## src/rtl/peak_window_filter_gradient_core_defines.svh

```systemverilog
// ----------------------------------------------------------------------------
// peak_window_filter_gradient_core_defines.svh
// Assertion macros for the peak window filter gradient core.
// ----------------------------------------------------------------------------
`ifndef PEAK_WINDOW_FILTER_GRADIENT_CORE_DEFINES_SVH
`define PEAK_WINDOW_FILTER_GRADIENT_CORE_DEFINES_SVH

`ifndef SYNTHESIS

// antecedent implies consequent in the same cycle
`define PWFG_ASSERT_IMP(lbl, ante, cons) \
  lbl: assert property (@(posedge clk) disable iff (!rst_n) (ante) |-> (cons)) \
    else $error("pwfg: implication check failed");

// condition must never hold
`define PWFG_ASSERT_NEVER(lbl, cond) \
  lbl: assert property (@(posedge clk) disable iff (!rst_n) !(cond)) \
    else $error("pwfg: forbidden condition seen");

`else

`define PWFG_ASSERT_IMP(lbl, ante, cons)
`define PWFG_ASSERT_NEVER(lbl, cond)

`endif

`endif

```

## src/rtl/pwfg_pkg.sv

```systemverilog
// ----------------------------------------------------------------------------
// pwfg_pkg
// Shared field widths, codes and types of the filter gradient core.
// ----------------------------------------------------------------------------
package pwfg_pkg;

  localparam int FUNC_W     = 2;
  localparam int ELEM_W     = 6;
  localparam int ROWCOL_W   = 4;
  localparam int SAMPLE_W   = 16;
  localparam int CHAN_W     = 6;
  localparam int PEAK_W     = 8;
  localparam int WEIGHT_W   = 16;
  localparam int PROD_W     = SAMPLE_W + WEIGHT_W;
  localparam int ACC_W      = 40;
  localparam int TAP_IDX_W  = 5;
  localparam int PAD_W      = 3;
  localparam int COORD_W    = 11;   // signed window coordinate
  localparam int Q_W        = PEAK_W + 1;
  localparam int RECIP_SHIFT = 16;
  localparam int QPROD_W    = PEAK_W + RECIP_SHIFT + 1;

  localparam logic [PAD_W-1:0] PAD_RESET = 3'd2;

  localparam logic signed [ACC_W-1:0] ACC_MAX = {1'b0, {(ACC_W-1){1'b1}}};
  localparam logic signed [ACC_W-1:0] ACC_MIN = {1'b1, {(ACC_W-1){1'b0}}};

  typedef enum logic [FUNC_W-1:0] {
    FN_LOAD  = 2'd0,
    FN_ACC   = 2'd1,
    FN_DRAIN = 2'd2
  } func_t;

  typedef enum logic [2:0] {
    ST_IDLE,
    ST_ACC_DIV,
    ST_ACC_COL,
    ST_ACC_RUN,
    ST_ACC_FLUSH,
    ST_DRN_RD,
    ST_DRN_OUT
  } state_t;

  // per-tap control riding along the update pipeline
  typedef struct packed {
    logic vld;
    logic inb;      // tap inside plane bounds
    logic acc_vld;  // channel holds live data, else reads as zero
  } mac_ctl_t;

  typedef struct packed {
    logic a_vld;
    logic b_vld;
  } mac_stat_t;

endpackage

```

## src/rtl/pwfg_mac.sv

```systemverilog
// ----------------------------------------------------------------------------
// pwfg_mac
// Tap update pipeline: multiply, scale, saturating add, write back.
// ----------------------------------------------------------------------------
module pwfg_mac import pwfg_pkg::*; #(
  parameter int AW    = 11,
  parameter int SHIFT = 6
) (
  input  logic                       clk,
  input  logic                       rst_n,
  input  mac_ctl_t                   in_ctl,   // issue cycle
  input  logic [AW-1:0]              in_addr,  // issue cycle
  input  logic signed [WEIGHT_W-1:0] weight,   // held for the whole item
  input  logic [SAMPLE_W-1:0]        sample,   // RAM data, cycle after issue
  input  logic [ACC_W-1:0]           acc_rd,   // RAM data, cycle after issue
  output logic                       wr_en,
  output logic [AW-1:0]              wr_addr,
  output logic [ACC_W-1:0]           wr_data,
  output mac_stat_t                  stat
);

  // stage a: lines up with the RAM read latency
  mac_ctl_t                 a_ctl_r;
  logic [AW-1:0]            a_addr_r;
  // stage b: product and old accumulator
  mac_ctl_t                 b_ctl_r;
  logic [AW-1:0]            b_addr_r;
  logic signed [PROD_W-1:0] prod_r;
  logic signed [ACC_W-1:0]  acc_r;

  logic signed [PROD_W-1:0] term;
  logic signed [ACC_W:0]    sum;
  logic signed [ACC_W-1:0]  sat;

  always_ff @(posedge clk) begin
    if (!rst_n) begin
      a_ctl_r <= '0;
      b_ctl_r <= '0;
    end else begin
      a_ctl_r <= in_ctl;
      b_ctl_r <= a_ctl_r;
    end
  end

  always_ff @(posedge clk) begin
    a_addr_r <= in_addr;
    b_addr_r <= a_addr_r;
    prod_r   <= $signed(sample) * weight;
    acc_r    <= a_ctl_r.acc_vld ? $signed(acc_rd) : '0;
  end

  // arithmetic shift rounds toward minus infinity
  always_comb begin
    term = prod_r >>> SHIFT;
    sum  = $signed((ACC_W+1)'(term)) + $signed((ACC_W+1)'(acc_r));
    if (sum[ACC_W] != sum[ACC_W-1]) begin
      sat = sum[ACC_W] ? ACC_MIN : ACC_MAX;
    end else begin
      sat = sum[ACC_W-1:0];
    end
  end

  // out-of-plane taps write back the old value (zero for a fresh channel)
  assign wr_en   = b_ctl_r.vld;
  assign wr_addr = b_addr_r;
  assign wr_data = b_ctl_r.inb ? sat : acc_r;

  assign stat.a_vld = a_ctl_r.vld;
  assign stat.b_vld = b_ctl_r.vld;

endmodule

```

## config.mk

```make
export PLATFORM = sky130hd
export DESIGN_NAME = pwfg_mac
export DESIGN_NICKNAME = d
export VERILOG_FILES = /design/src/rtl/peak_window_filter_gradient_core_defines.svh /design/src/rtl/pwfg_pkg.sv /design/src/rtl/pwfg_mac.sv
export SDC_FILE = /design/constraint.sdc
export NUM_CORES = 1
export LEC_CHECK = 0
export BUFFER_PORTS_ARGS = -buffer_cell sky130_fd_sc_hd__clkbuf_2
export CORE_MARGIN = 4
export CORE_UTILIZATION = 55
export CTS_CLUSTER_SIZE = 12
export DETAILED_ROUTE_END_ITERATION = 12
export MAX_ROUTING_LAYER = met4
export PLACE_DENSITY = 0.75
export SLEW_MARGIN = 10
export SYNTH_ARGS = -nofsm -noshare
export SYNTH_HDL_FRONTEND = slang
export SYNTH_SLANG_ARGS = --single-unit
```

## constraint.sdc

```tcl
create_clock -name clk -period 11 [get_ports clk]
set_clock_uncertainty 0.2 [all_clocks]
set_input_delay 1.65 -clock clk [delete_from_list [all_inputs] [get_ports clk]]
set_output_delay 1.65 -clock clk [all_outputs]
set_load 0.01 [all_outputs]
```

# == Yosys cells after proc, flatten, opt, wreduce, memory -nomap -nowiden ==
# Index checks and enable logic that the tools add are counted.
# totals
regBits,99
latch_bits,0
ram_bits,0
mem_bits_ro,0
inputBits,88
output_inout_bits,54
memories,0
# classes
n_addsub,1
multipliers,1
n_div,0
magnitude_cmp,0
n_eq_ne,1
shifts,0
mux,3
n_bitwise,0
reduce_logical,0
# op_table
op,count
two-way mux 40 bit,3
adder 26 x 40 -> 41 bit,1
multiplier 16 x 16 -> 32 bit,1
inequality test 1 bit,1

# == Depth between registers and ports, before layout ==
# Gate-level depths: netlist of the first run.
# depth
ltp_word,4
ltp_mapped,24

# == Worst setup path after synthesis of the first run ==
# No wires, ideal clock.
# synth_timing
kind,input to register
startpoint,in sample[15]
endpoint,reg prod_r[31]
t_arrival_ns,7.083
required_time_ns,10.680
setup_slack_ns,3.597
stages,20
n_path_buf,1
cell_sequence,clkbuf_1 > nand2_1 > inv_1 > fa_1 > fa_1 > fa_1 > fa_1 > fa_1 > inv_1 > fa_1 > inv_1 > ha_1 > and4_1 > nand2_1 > o311ai_1 > nand2_1 > o21ai_1 > a21oi_1 > o21bai_1 > xnor2_1
# synth_between
elab_chain_len,1
# synth_rtl
item,line_no,text
start: declaration,pwfg_mac.sv:14,"input logic [SAMPLE_W-1:0] sample,"
multiplier 16 x 16 -> 32 bit,pwfg_mac.sv:48,prod_r <= $signed(sample) * weight;
end signal: assignment,pwfg_mac.sv:48,
end: declaration,pwfg_mac.sv:28,logic signed [PROD_W-1:0] prod_r;
# No other way between the ends.
# A chain may end at the register's enable or synchronous reset.

# == Final worst setup path of the first run ==
# layout_timing
startpoint,in weight[1]
endpoint,reg prod_r[31]
# layout_between
elab_chain_len,1
# layout_rtl
item,line_no,text
start: declaration,pwfg_mac.sv:13,"input logic signed [WEIGHT_W-1:0] weight,"
multiplier 16 x 16 -> 32 bit,pwfg_mac.sv:48,
# No other way between the ends.

==> results of run 1 <==
-- metrics by stage --
stage                     area [um^2]  setup WS (ns)  hold WS [ns]    util  instances
after floorplan                 14710          3.597        0.1096       -       1581
after global routing            15820          3.106        0.1447  0.6038       2017
after detailed placement        15510          3.092        0.1121  0.5919       2001
after global placement          15510          3.253        0.1100  0.5919       2001
after CTS                       15820          3.440        0.1307  0.6038       2017
final                           15820          3.421        0.1296  0.6038       2017
-- area by class of cell --
type	count	share of cell area
well taps	335	0.02649
repair buffers	141	0.04460
clock inverters	7	0.005456
multi-input cells	1146	0.7237
inverters	286	0.06784
clock buffers	9	0.01423
flip-flops and latches	93	0.1177
-- metal layers --
metal | routed length, um | vias up | share of wire | GRT usage
li1 | - | 5142 | - | -
met1 | 14060 | 5381 | 0.41 | 0.3133
met2 | 17380 | 287 | 0.51 | 0.4272
met3 | 1489 | 69 | 0.043 | 0.02643
met4 | 1309 | 0 | 0.038 | 0.08853
met5 | 0 | - | 0 | -
-- cells by family (layout without fill, tap and decap cells) --
kind of cell             after synthesis  count (layout)  synth area share
AND/OR/NAND/NOR                      486             486            0.1661
adder cells (fa/ha/maj)              381             381            0.4578
buffers and inverters                342             443           0.09492
AO/OA/AOI/OAI                        214             214            0.1147
flip-flops                            93              93            0.1266
XOR/XNOR                              65              65           0.03998
-- state kept, by name (all words and copies together), names as in the netlist --
register,count
wr_en,1
wr_addr,11
acc_r,40
prod_r,26
a_ctl_r,2
stat,1
a_addr_r,11
b_ctl_r,1
-- critical path, stage by stage --
cell	delay, ns
clkbuf_2	0.22
nand2_1	0.18
inv_1	0.10
fa_1	0.65
fa_1	0.92
fa_1	0.53
fa_1	0.51
fa_1	0.51
inv_1	0.05
fa_1	0.48
inv_1	0.04
ha_1	0.32
and4_1	0.18
nand2_1	0.12
a2bb2oi_1	0.27
o311ai_1	0.16
nand2_1	0.14
o21ai_1	0.10
a21oi_1	0.24
o21bai_1	0.10
xnor2_1	0.12
-- worst min-delay path by stage --
stage / end / startpoint / slack, ns / depth (start not counted)
6_report: wr_addr[7] / a_addr_r[7] / 0.13 / 0
5_1_grt: wr_addr[9] / a_addr_r[9] / 0.14 / 0
4_1_cts: wr_addr[7] / a_addr_r[7] / 0.13 / 0
3_5_place_dp: wr_addr[7] / a_addr_r[7] / 0.11 / 0
3_3_place_gp: wr_addr[8] / a_addr_r[8] / 0.11 / 0
2_1_floorplan: wr_addr[0] / a_addr_r[0] / 0.11 / 0
-- synth_stat cells (6+ instances only) --
| cell type | n | share of area |
|---|---|---|
| inv_1 | 285 | 0.073 |
| fa_1 | 262 | 0.36 |
| and2_1 | 171 | 0.073 |
| nand2_1 | 163 | 0.042 |
| ha_1 | 119 | 0.10 |
| dfxtp_1 | 93 | 0.13 |
| nor2_1 | 90 | 0.023 |
| a21oi_1 | 52 | 0.018 |
| xnor2_1 | 44 | 0.026 |
| clkbuf_1 | 40 | 0.010 |
| o21ai_0 | 32 | 0.011 |
| o2bb2ai_2 | 30 | 0.031 |
| a21o_1 | 24 | 0.012 |
| xor2_1 | 20 | 0.012 |
| nand3_1 | 12 | 0.0041 |
| a211oi_1 | 10 | 0.0051 |
| nand4_1 | 10 | 0.0043 |
| nand2b_1 | 9 | 0.0038 |
| nor3_1 | 7 | 0.0024 |
| o21bai_1 | 7 | 0.0036 |
| o21ai_1 | 6 | 0.0020 |
==> flow_summary.ini, run 1 <==
[outcome]
status = finished clean

[floorplanning]
die_x_um = 171.5
row_count = 59
ios = 142
core_area_um2 = 26210
start_util = 0.5613
fp.dieArea_um2 = 29430
die_y_um = 171.5

[synth]
syn-num-nets = 2050
postSynthCellCount = 1581
postSynthRegisterBits = 93
synth-main-ff-cell = dfxtp_1
async_flop_share = 0
synth-edff-count = 0
seq_area_frac_synth = 0.1266
synth_warnings = 0
syn_area_per_cell_um2 = 9.304
ys_types = 71
syn_area_um2 = 14710

[setup_path]
crit_fanout = 16
cp-start-kind = primary input
end_kind = register
rr_worst_depth = 1
rr_startpoint = a_ctl_r[0]
crit_required_ns = 11.04
cp-startpoint = weight[1]
worst_r2r_endpoint = acc_r[12]
arrival_ns = 7.62
crit_end = prod_r[31]
critPathKind = primary input to register
r2r_setup_slack_ns = 9.41

[route]
vias_per_cell = 5.394
wl_per_cell_um = 16.97
dr.pass1.iters = 5
dr_total_vias = 10880
drc = 0
drt_iter0_markers = 675
ant_nets = 0
drt-total-wl_mm = 34.24

[clocking]
cts_root_buf = clkbuf_16
post-cts-setup-buffers = 0
htreeDepth = 3
numCtsBuffers = 9
insertion_delay_ns = 0.36
cts.repair.resized = 0
cts.path.max_buffers = 2
cts_tree = built
ctsHoldBuffers = 0
path_clk_slew_ns = 0.07
cts.sinks = 93

[job]
cap_violations = 0

[finish]
antennaDiodeCount = 0
register_area_um2 = 1862
syn_to_final_growth_pct = 7.570
fin_nets = 2146
final_common_cell = inv_1
drive_gt1_frac = 0.1284
multi_input_area_um2 = 11450
final_cell_mix = inv_1, fa_1, and2_1, nand2_1, clkbuf_2
fillers = 2230

[sta]
finalHoldViolCount = 0
layout_min_cycle_time_ns = 7.579
maxSlewViolCount = 0
relSlewSlack = 0.2992
fin_crit_sh = 0.6890
fmax_ghz = 0.1319
tns_ns = 0
worst_pin_slew_ns = 1.050
setup_viol = 0
rsz0062_at_grt = false

[global_routing]
overflow = 0
grt_max_degree = 41
grt.total_usage = 0.2509
first_global_vias = 11500
antenna_found_initial = 0
grt_pass1_wl_mm = 57.23

[place]
io_buffers = 141
gp_congestion = 0.9078
dp_hpwl_mm = 28.43

[min_path]
holdCritPathClass = register to register
Power of run 1 is not shown: default switching activity piles up to over one toggle a cycle in this logic, so the estimate is an artifact.
==> run 2: changes to the inputs <==
--- a/config.mk
+++ b/config.mk
@@ -5,13 +5,14 @@
 export SDC_FILE = /design/constraint.sdc
 export NUM_CORES = 1
 export LEC_CHECK = 0
+export ABC_AREA = 1
 export BUFFER_PORTS_ARGS = -buffer_cell sky130_fd_sc_hd__clkbuf_2
 export CORE_MARGIN = 4
 export CORE_UTILIZATION = 55
 export CTS_CLUSTER_SIZE = 12
 export DETAILED_ROUTE_END_ITERATION = 12
 export MAX_ROUTING_LAYER = met4
-export PLACE_DENSITY = 0.75
+export PLACE_DENSITY = 0.74
 export SLEW_MARGIN = 10
 export SYNTH_ARGS = -nofsm -noshare
 export SYNTH_HDL_FRONTEND = slang
==> constraint.sdc (replaced) <==
create_clock -name clk -period 7.2 [get_ports clk]
set_clock_uncertainty 0.2 [all_clocks]
set_input_delay 1.08 -clock clk [delete_from_list [all_inputs] [get_ports clk]]
set_output_delay 1.08 -clock clk [all_outputs]
set_load 0.01 [all_outputs]
==> run 2 against run 1 <==
Against the previous run:
- count of clock-buffer cells in the layout stayed put
- global-route usage is 3.1 points higher
- non-clock buffer count is 7 higher
==> flow_summary.ini, run 2 <==
[synth]
synth_warnings = 0
netlist_top_cells_count = nand2_1, inv_1, fa_1, nor2_1, ha_1
ys_types = 38
synth-edff-count = 0
ys_top_cells_by_area = fa_1, nand2_1, inv_1
syn_area_um2 = 16200
synth-main-ff-cell = dfxtp_1
postSynthCellCount = 2267
synth_top_cell_by_area = fa_1
syn_area_per_cell_um2 = 7.145
syn-num-nets = 2736
async_flop_share = 0
postSynthRegisterBits = 93
synthMostInstantiatedCell = nand2_1
seq_area_frac_synth = 0.1149
synth_top_area_share = 0.3238

[setup_path]
rr_worst_depth = 3
arrival_ns = 6.68
crit_path_frequent_cell = fa_1
crit_fanout = 15
end_kind = register
crit_family = adder cells
crit_required_ns = 7.26
path_cells = clkbuf_2 -> nand2_1 -> inv_1 -> fa_1 -> fa_1 -> fa_1 -> fa_1 -> fa_1 -> inv_1 -> fa_1 -> inv_1 -> ha_1 -> nand2_1 -> nor3_1 -> nand3_1 -> nand4_1 -> xor2_1
cp-start-kind = primary input
crit_path_top_delay_cell = fa_1
critPathKind = primary input to register
slowest_delay_ns = 0.90
path_buf_inv = 4
path_depth = 17

[min_path]
holdCritPathClass = register to register
whs_path_depth = 0

[global_routing]
first_global_vias = 14470
grt.total_usage = 0.2817
overflow = 0
antenna_found_initial = 0
grt_max_degree = 43
grt_pass1_wl_mm = 72.77

[sta]
relSlewSlack = 0.3700
maxSlewViolCount = 0
tns_ns = 0
rsz0062_at_grt = false
finalHoldViolCount = 0
setup_viol = 0
fmax_ghz = 0.1510
layout_min_cycle_time_ns = 6.621
worst_pin_slew_ns = 0.9416
fin_crit_sh = 0.9196

[route]
drt-total-wl_mm = 42.64
drc = 0
top_layer = met4
ant_nets = 0
dr_wl_met3_mm = 3.030
met1_length_mm = 19.03
met2_length_mm = 19.85
dr_total_vias = 14020
wl_per_cell_um = 15.56
dr.pass1.iters = 6
vias_per_cell = 5.116
drt_iter0_markers = 1049

[finish]
reg.largest.list = acc_r (40), prod_r (26)
top_register = acc_r
antennaDiodeCount = 0
syn_to_final_growth_pct = 7.532
final_common_cell = nand2_1
fin_nets = 2821
largest_register_ff_count = 40
drive_gt1_frac = 0.08613
final_cell_mix = nand2_1, inv_1, fa_1, nor2_1, clkbuf_2

[clocking]
cts.sinks = 93
path_clk_slew_ns = 0.07
post-cts-setup-buffers = 0
cts.path.max_buffers = 2
ctsHoldBuffers = 0
cts.repair.resized = 0
cts_root_buf = clkbuf_16
htreeDepth = 3
insertion_delay_ns = 0.36
cts_tree = built
numCtsBuffers = 9

[floorplanning]
die_x_um = 179.6
fp.dieArea_um2 = 32260
core_area_um2 = 28860
start_util = 0.5613
row_count = 62
ios = 142
die_y_um = 179.6

[outcome]
status = finished clean

[job]
cap_violations = 0

[place]
io_buffers = 141
gp_congestion = 1.013
dp_hpwl_mm = 36.65
## run 2: cells by family (layout without fill, tap and decap cells)
| logic type | after synthesis | in the layout | share of synthesized area |
|---|---|---|---|
| xor gates and xnor gates | 52 | 52 | 0.02812 |
| DFF | 93 | 93 | 0.1149 |
| AOI/OAI and AO/OA | 174 | 174 | 0.06049 |
| adders and majority gates | 381 | 381 | 0.4158 |
| and+or+nand+nor | 902 | 902 | 0.2242 |
| buffers and inverters | 665 | 755 | 0.1565 |
## run 2: cell type report
cell class	count	area (um^2)
multi-input combinational	1509	11800
clock buffer	9	225.2
tap	384	480.5
sequential	93	1862
inverter	591	2218
timing repair buffer	148	758.2
fill	2772	11440
clock inverter	7	72.57
## run 2: final timing paths
check | from | endpoint | slack [ns]
worst max-delay path | weight[1] | prod_r[26] | 0.58
worst min-delay path | a_addr_r[3] | wr_addr[3] | 0.13
worst max register to register | a_ctl_r[0] | acc_r[8] | 5.86
worst min register to register | a_addr_r[3] | wr_addr[3] | 0.13
## run 2: stage by stage
step	util	area [um^2]	hold slack, ns	cells	setup slack (ns)
after floorplan	-	16200	0.1096	2267	0.7211
after global placement	0.5932	17120	0.1097	2725	0.2926
after detailed placement	0.5932	17120	0.1121	2725	0.3216
after CTS	0.6035	17420	0.1303	2741	0.6821
after global routing	0.6035	17420	0.1346	2741	0.2936
final	0.6035	17420	0.1290	2741	0.5789
## run 2: routing by layer
| metal | global-route usage | vias up |
|---|---|---|
| met4 | 0.05425 | 0 |
| met1 | 0.3949 | 6691 |
| met3 | 0.03941 | 60 |
| met5 | - | - |
| met2 | 0.4452 | 507 |
| li1 | - | 6765 |
Power of run 2 is left out for the same reason.
==> run 3: changes to the inputs <==
--- a/config.mk
+++ b/config.mk
@@ -5,14 +5,12 @@
 export SDC_FILE = /design/constraint.sdc
 export NUM_CORES = 1
 export LEC_CHECK = 0
-export ABC_AREA = 1
 export BUFFER_PORTS_ARGS = -buffer_cell sky130_fd_sc_hd__clkbuf_2
 export CORE_MARGIN = 4
 export CORE_UTILIZATION = 55
-export CTS_CLUSTER_SIZE = 12
 export DETAILED_ROUTE_END_ITERATION = 12
 export MAX_ROUTING_LAYER = met4
-export PLACE_DENSITY = 0.74
+export PLACE_DENSITY = 0.75
 export SLEW_MARGIN = 10
 export SYNTH_ARGS = -nofsm -noshare
 export SYNTH_HDL_FRONTEND = slang
==> constraint.sdc (replaced) <==
create_clock -name clk -period 6.5 [get_ports clk]
set_clock_uncertainty 0.2 [all_clocks]
set_input_delay 0.975 -clock clk [delete_from_list [all_inputs] [get_ports clk]]
set_output_delay 0.975 -clock clk [all_outputs]
set_load 0.01 [all_outputs]
==> run 3 against run 2 <==
Against the previous run:
- sequential share of layout area grew 0.40 points
- core utilization is 3.7 points higher
- sequential cell count did not move
- cell area shrank 3.6%
- worst hold slack barely moved
- cell count shrank 22%
- count of clock-buffer cells in the layout stayed put
- critical path depth rose by 6
- global-route usage down 2.2 points
- critical endpoint is now prod_r[25]
==> flow_summary.ini, run 3 (synthesized netlist as in run 1, its figures left out) <==
[floorplanning]
start_util = 0.5613
row_count = 59
die_x_um = 171.5
die_y_um = 171.5
ios = 142
fp.dieArea_um2 = 29430
core_area_um2 = 26210

[setup_path]
crit_fanout = 12
path_cells = buf_2 -> and2_1 -> fa_1 -> inv_1 -> fa_1 -> fa_1 -> fa_1 -> inv_1 -> fa_1 -> inv_1 -> fa_1 -> inv_1 -> ha_1 -> a211oi_1 -> o21bai_1 -> a31oi_4 -> buf_4 -> o31ai_1 -> nor2_1 -> nor2b_1 -> o21a_1 -> nor2_2 -> xnor2_1
crit_family = adder cells
rr_worst_depth = 1
crit_path_frequent_cell = fa_1
end_kind = register
path_buf_inv = 6
critPathKind = primary input to register
crit_path_top_delay_cell = fa_1
cp-start-kind = primary input
path_depth = 23
crit_required_ns = 6.56
arrival_ns = 6.36
slowest_delay_ns = 0.54

[sta]
fmax_ghz = 0.1587
worst_pin_slew_ns = 1.051
relSlewSlack = 0.2984
fin_crit_sh = 0.9692
hold_slack_ns = 0.1287
maxSlewViolCount = 0
setup_viol = 0
fin_ws_ns = 0.2003
finalHoldViolCount = 0
layout_min_cycle_time_ns = 6.300
rsz0062_at_grt = true

[route]
dr.pass1.iters = 5
drc = 0
wl_per_cell_um = 16.68
ant_nets = 0
vias_per_cell = 5.314
drt_iter0_markers = 694
dr_total_vias = 11330
drt-total-wl_mm = 35.57

[clocking]
htreeDepth = 3
cts.path.max_buffers = 2
numCtsBuffers = 9
cts_root_buf = clkbuf_16
path_clk_slew_ns = 0.08
insertion_delay_ns = 0.34
cts_tree = built
cts.sinks = 93
ctsHoldBuffers = 0

[place]
placed_area_um2 = 16370
gp_congestion = 0.9266
post-place-ws_ns = -0.3172
io_buffers = 141
dp_hpwl_mm = 30.28

[finish]
final_cell_mix = inv_1, fa_1, and2_1, nand2_1, clkbuf_2
fin_nets = 2262
antennaDiodeCount = 0
final_area_um2 = 16790
reg.largest.list = acc_r (40), prod_r (26)
largest_register_ff_count = 40
final_common_cell = inv_1
final_util = 0.6408
drive_gt1_frac = 0.1924
top_register = acc_r
syn_to_final_growth_pct = 14.15

[global_routing]
grt.total_usage = 0.2592
overflow = 0
first_global_vias = 12380
grt_max_degree = 41
grt_pass1_wl_mm = 59.76
antenna_found_initial = 0

[min_path]
whs_path_depth = 0
holdCritPathClass = register to register

[outcome]
status = finished clean

[job]
cap_violations = 0
==> run 3: cell count changes in the layout (fill, tap and decap cells not counted), sizes merged, moves of 19 or more <==
cell	delta
nand2	-476
inv	-307
and2	+167
buf	+113
nor2	-69
a21oi	-58
nand3	-43
o2bb2ai	+31
xnor2	+22
a21o	+19
==> run 3: layer usage <==
metal / routed length, um / vias to the layer above / share of wire / GRT usage
met1: 14860 / 5613 / 0.42 / 0.3306
li1: - / 5358 / - / -
met5: 0 / - / 0 / -
met3: 1482 / 70 / 0.042 / 0.02298
met2: 18380 / 293 / 0.52 / 0.4531
met4: 851 / 0 / 0.024 / 0.05787
==> run 3: path summary, 6_finish.rpt <==
kind                       to         start  slack (ns)
hold / removal    wr_addr[10]  a_addr_r[10]        0.13
hold reg to reg   wr_addr[10]  a_addr_r[10]        0.13
setup reg to reg    acc_r[18]    a_ctl_r[0]        4.94
setup / recovery   prod_r[25]     weight[4]        0.20
==> run 3: cell type report <==
type                    count  area [um^2]
well taps                 335        419.2
clock buffers               9        225.2
clock inverters             7        77.57
repair buffers            257         1619
flip-flops and latches     93         1862
inverters                 286         1077
fillers                  2183         9414
multi-input cells        1146        11510
==> run 3: through the flow <==
step,cells,setup TNS (ns)
after floorplan,1581,0
after global placement,2114,-1.159
after detailed placement,2114,-2.612
after CTS,2130,0
after global routing,2133,-0.07904
final,2133,0
==> run 3: timing repair <==
item                       CTS  global route
setup endpoints to repair    0            11
resized for setup            0            40
setup buffers                0             3
Power of run 3 is left out for the same reason.
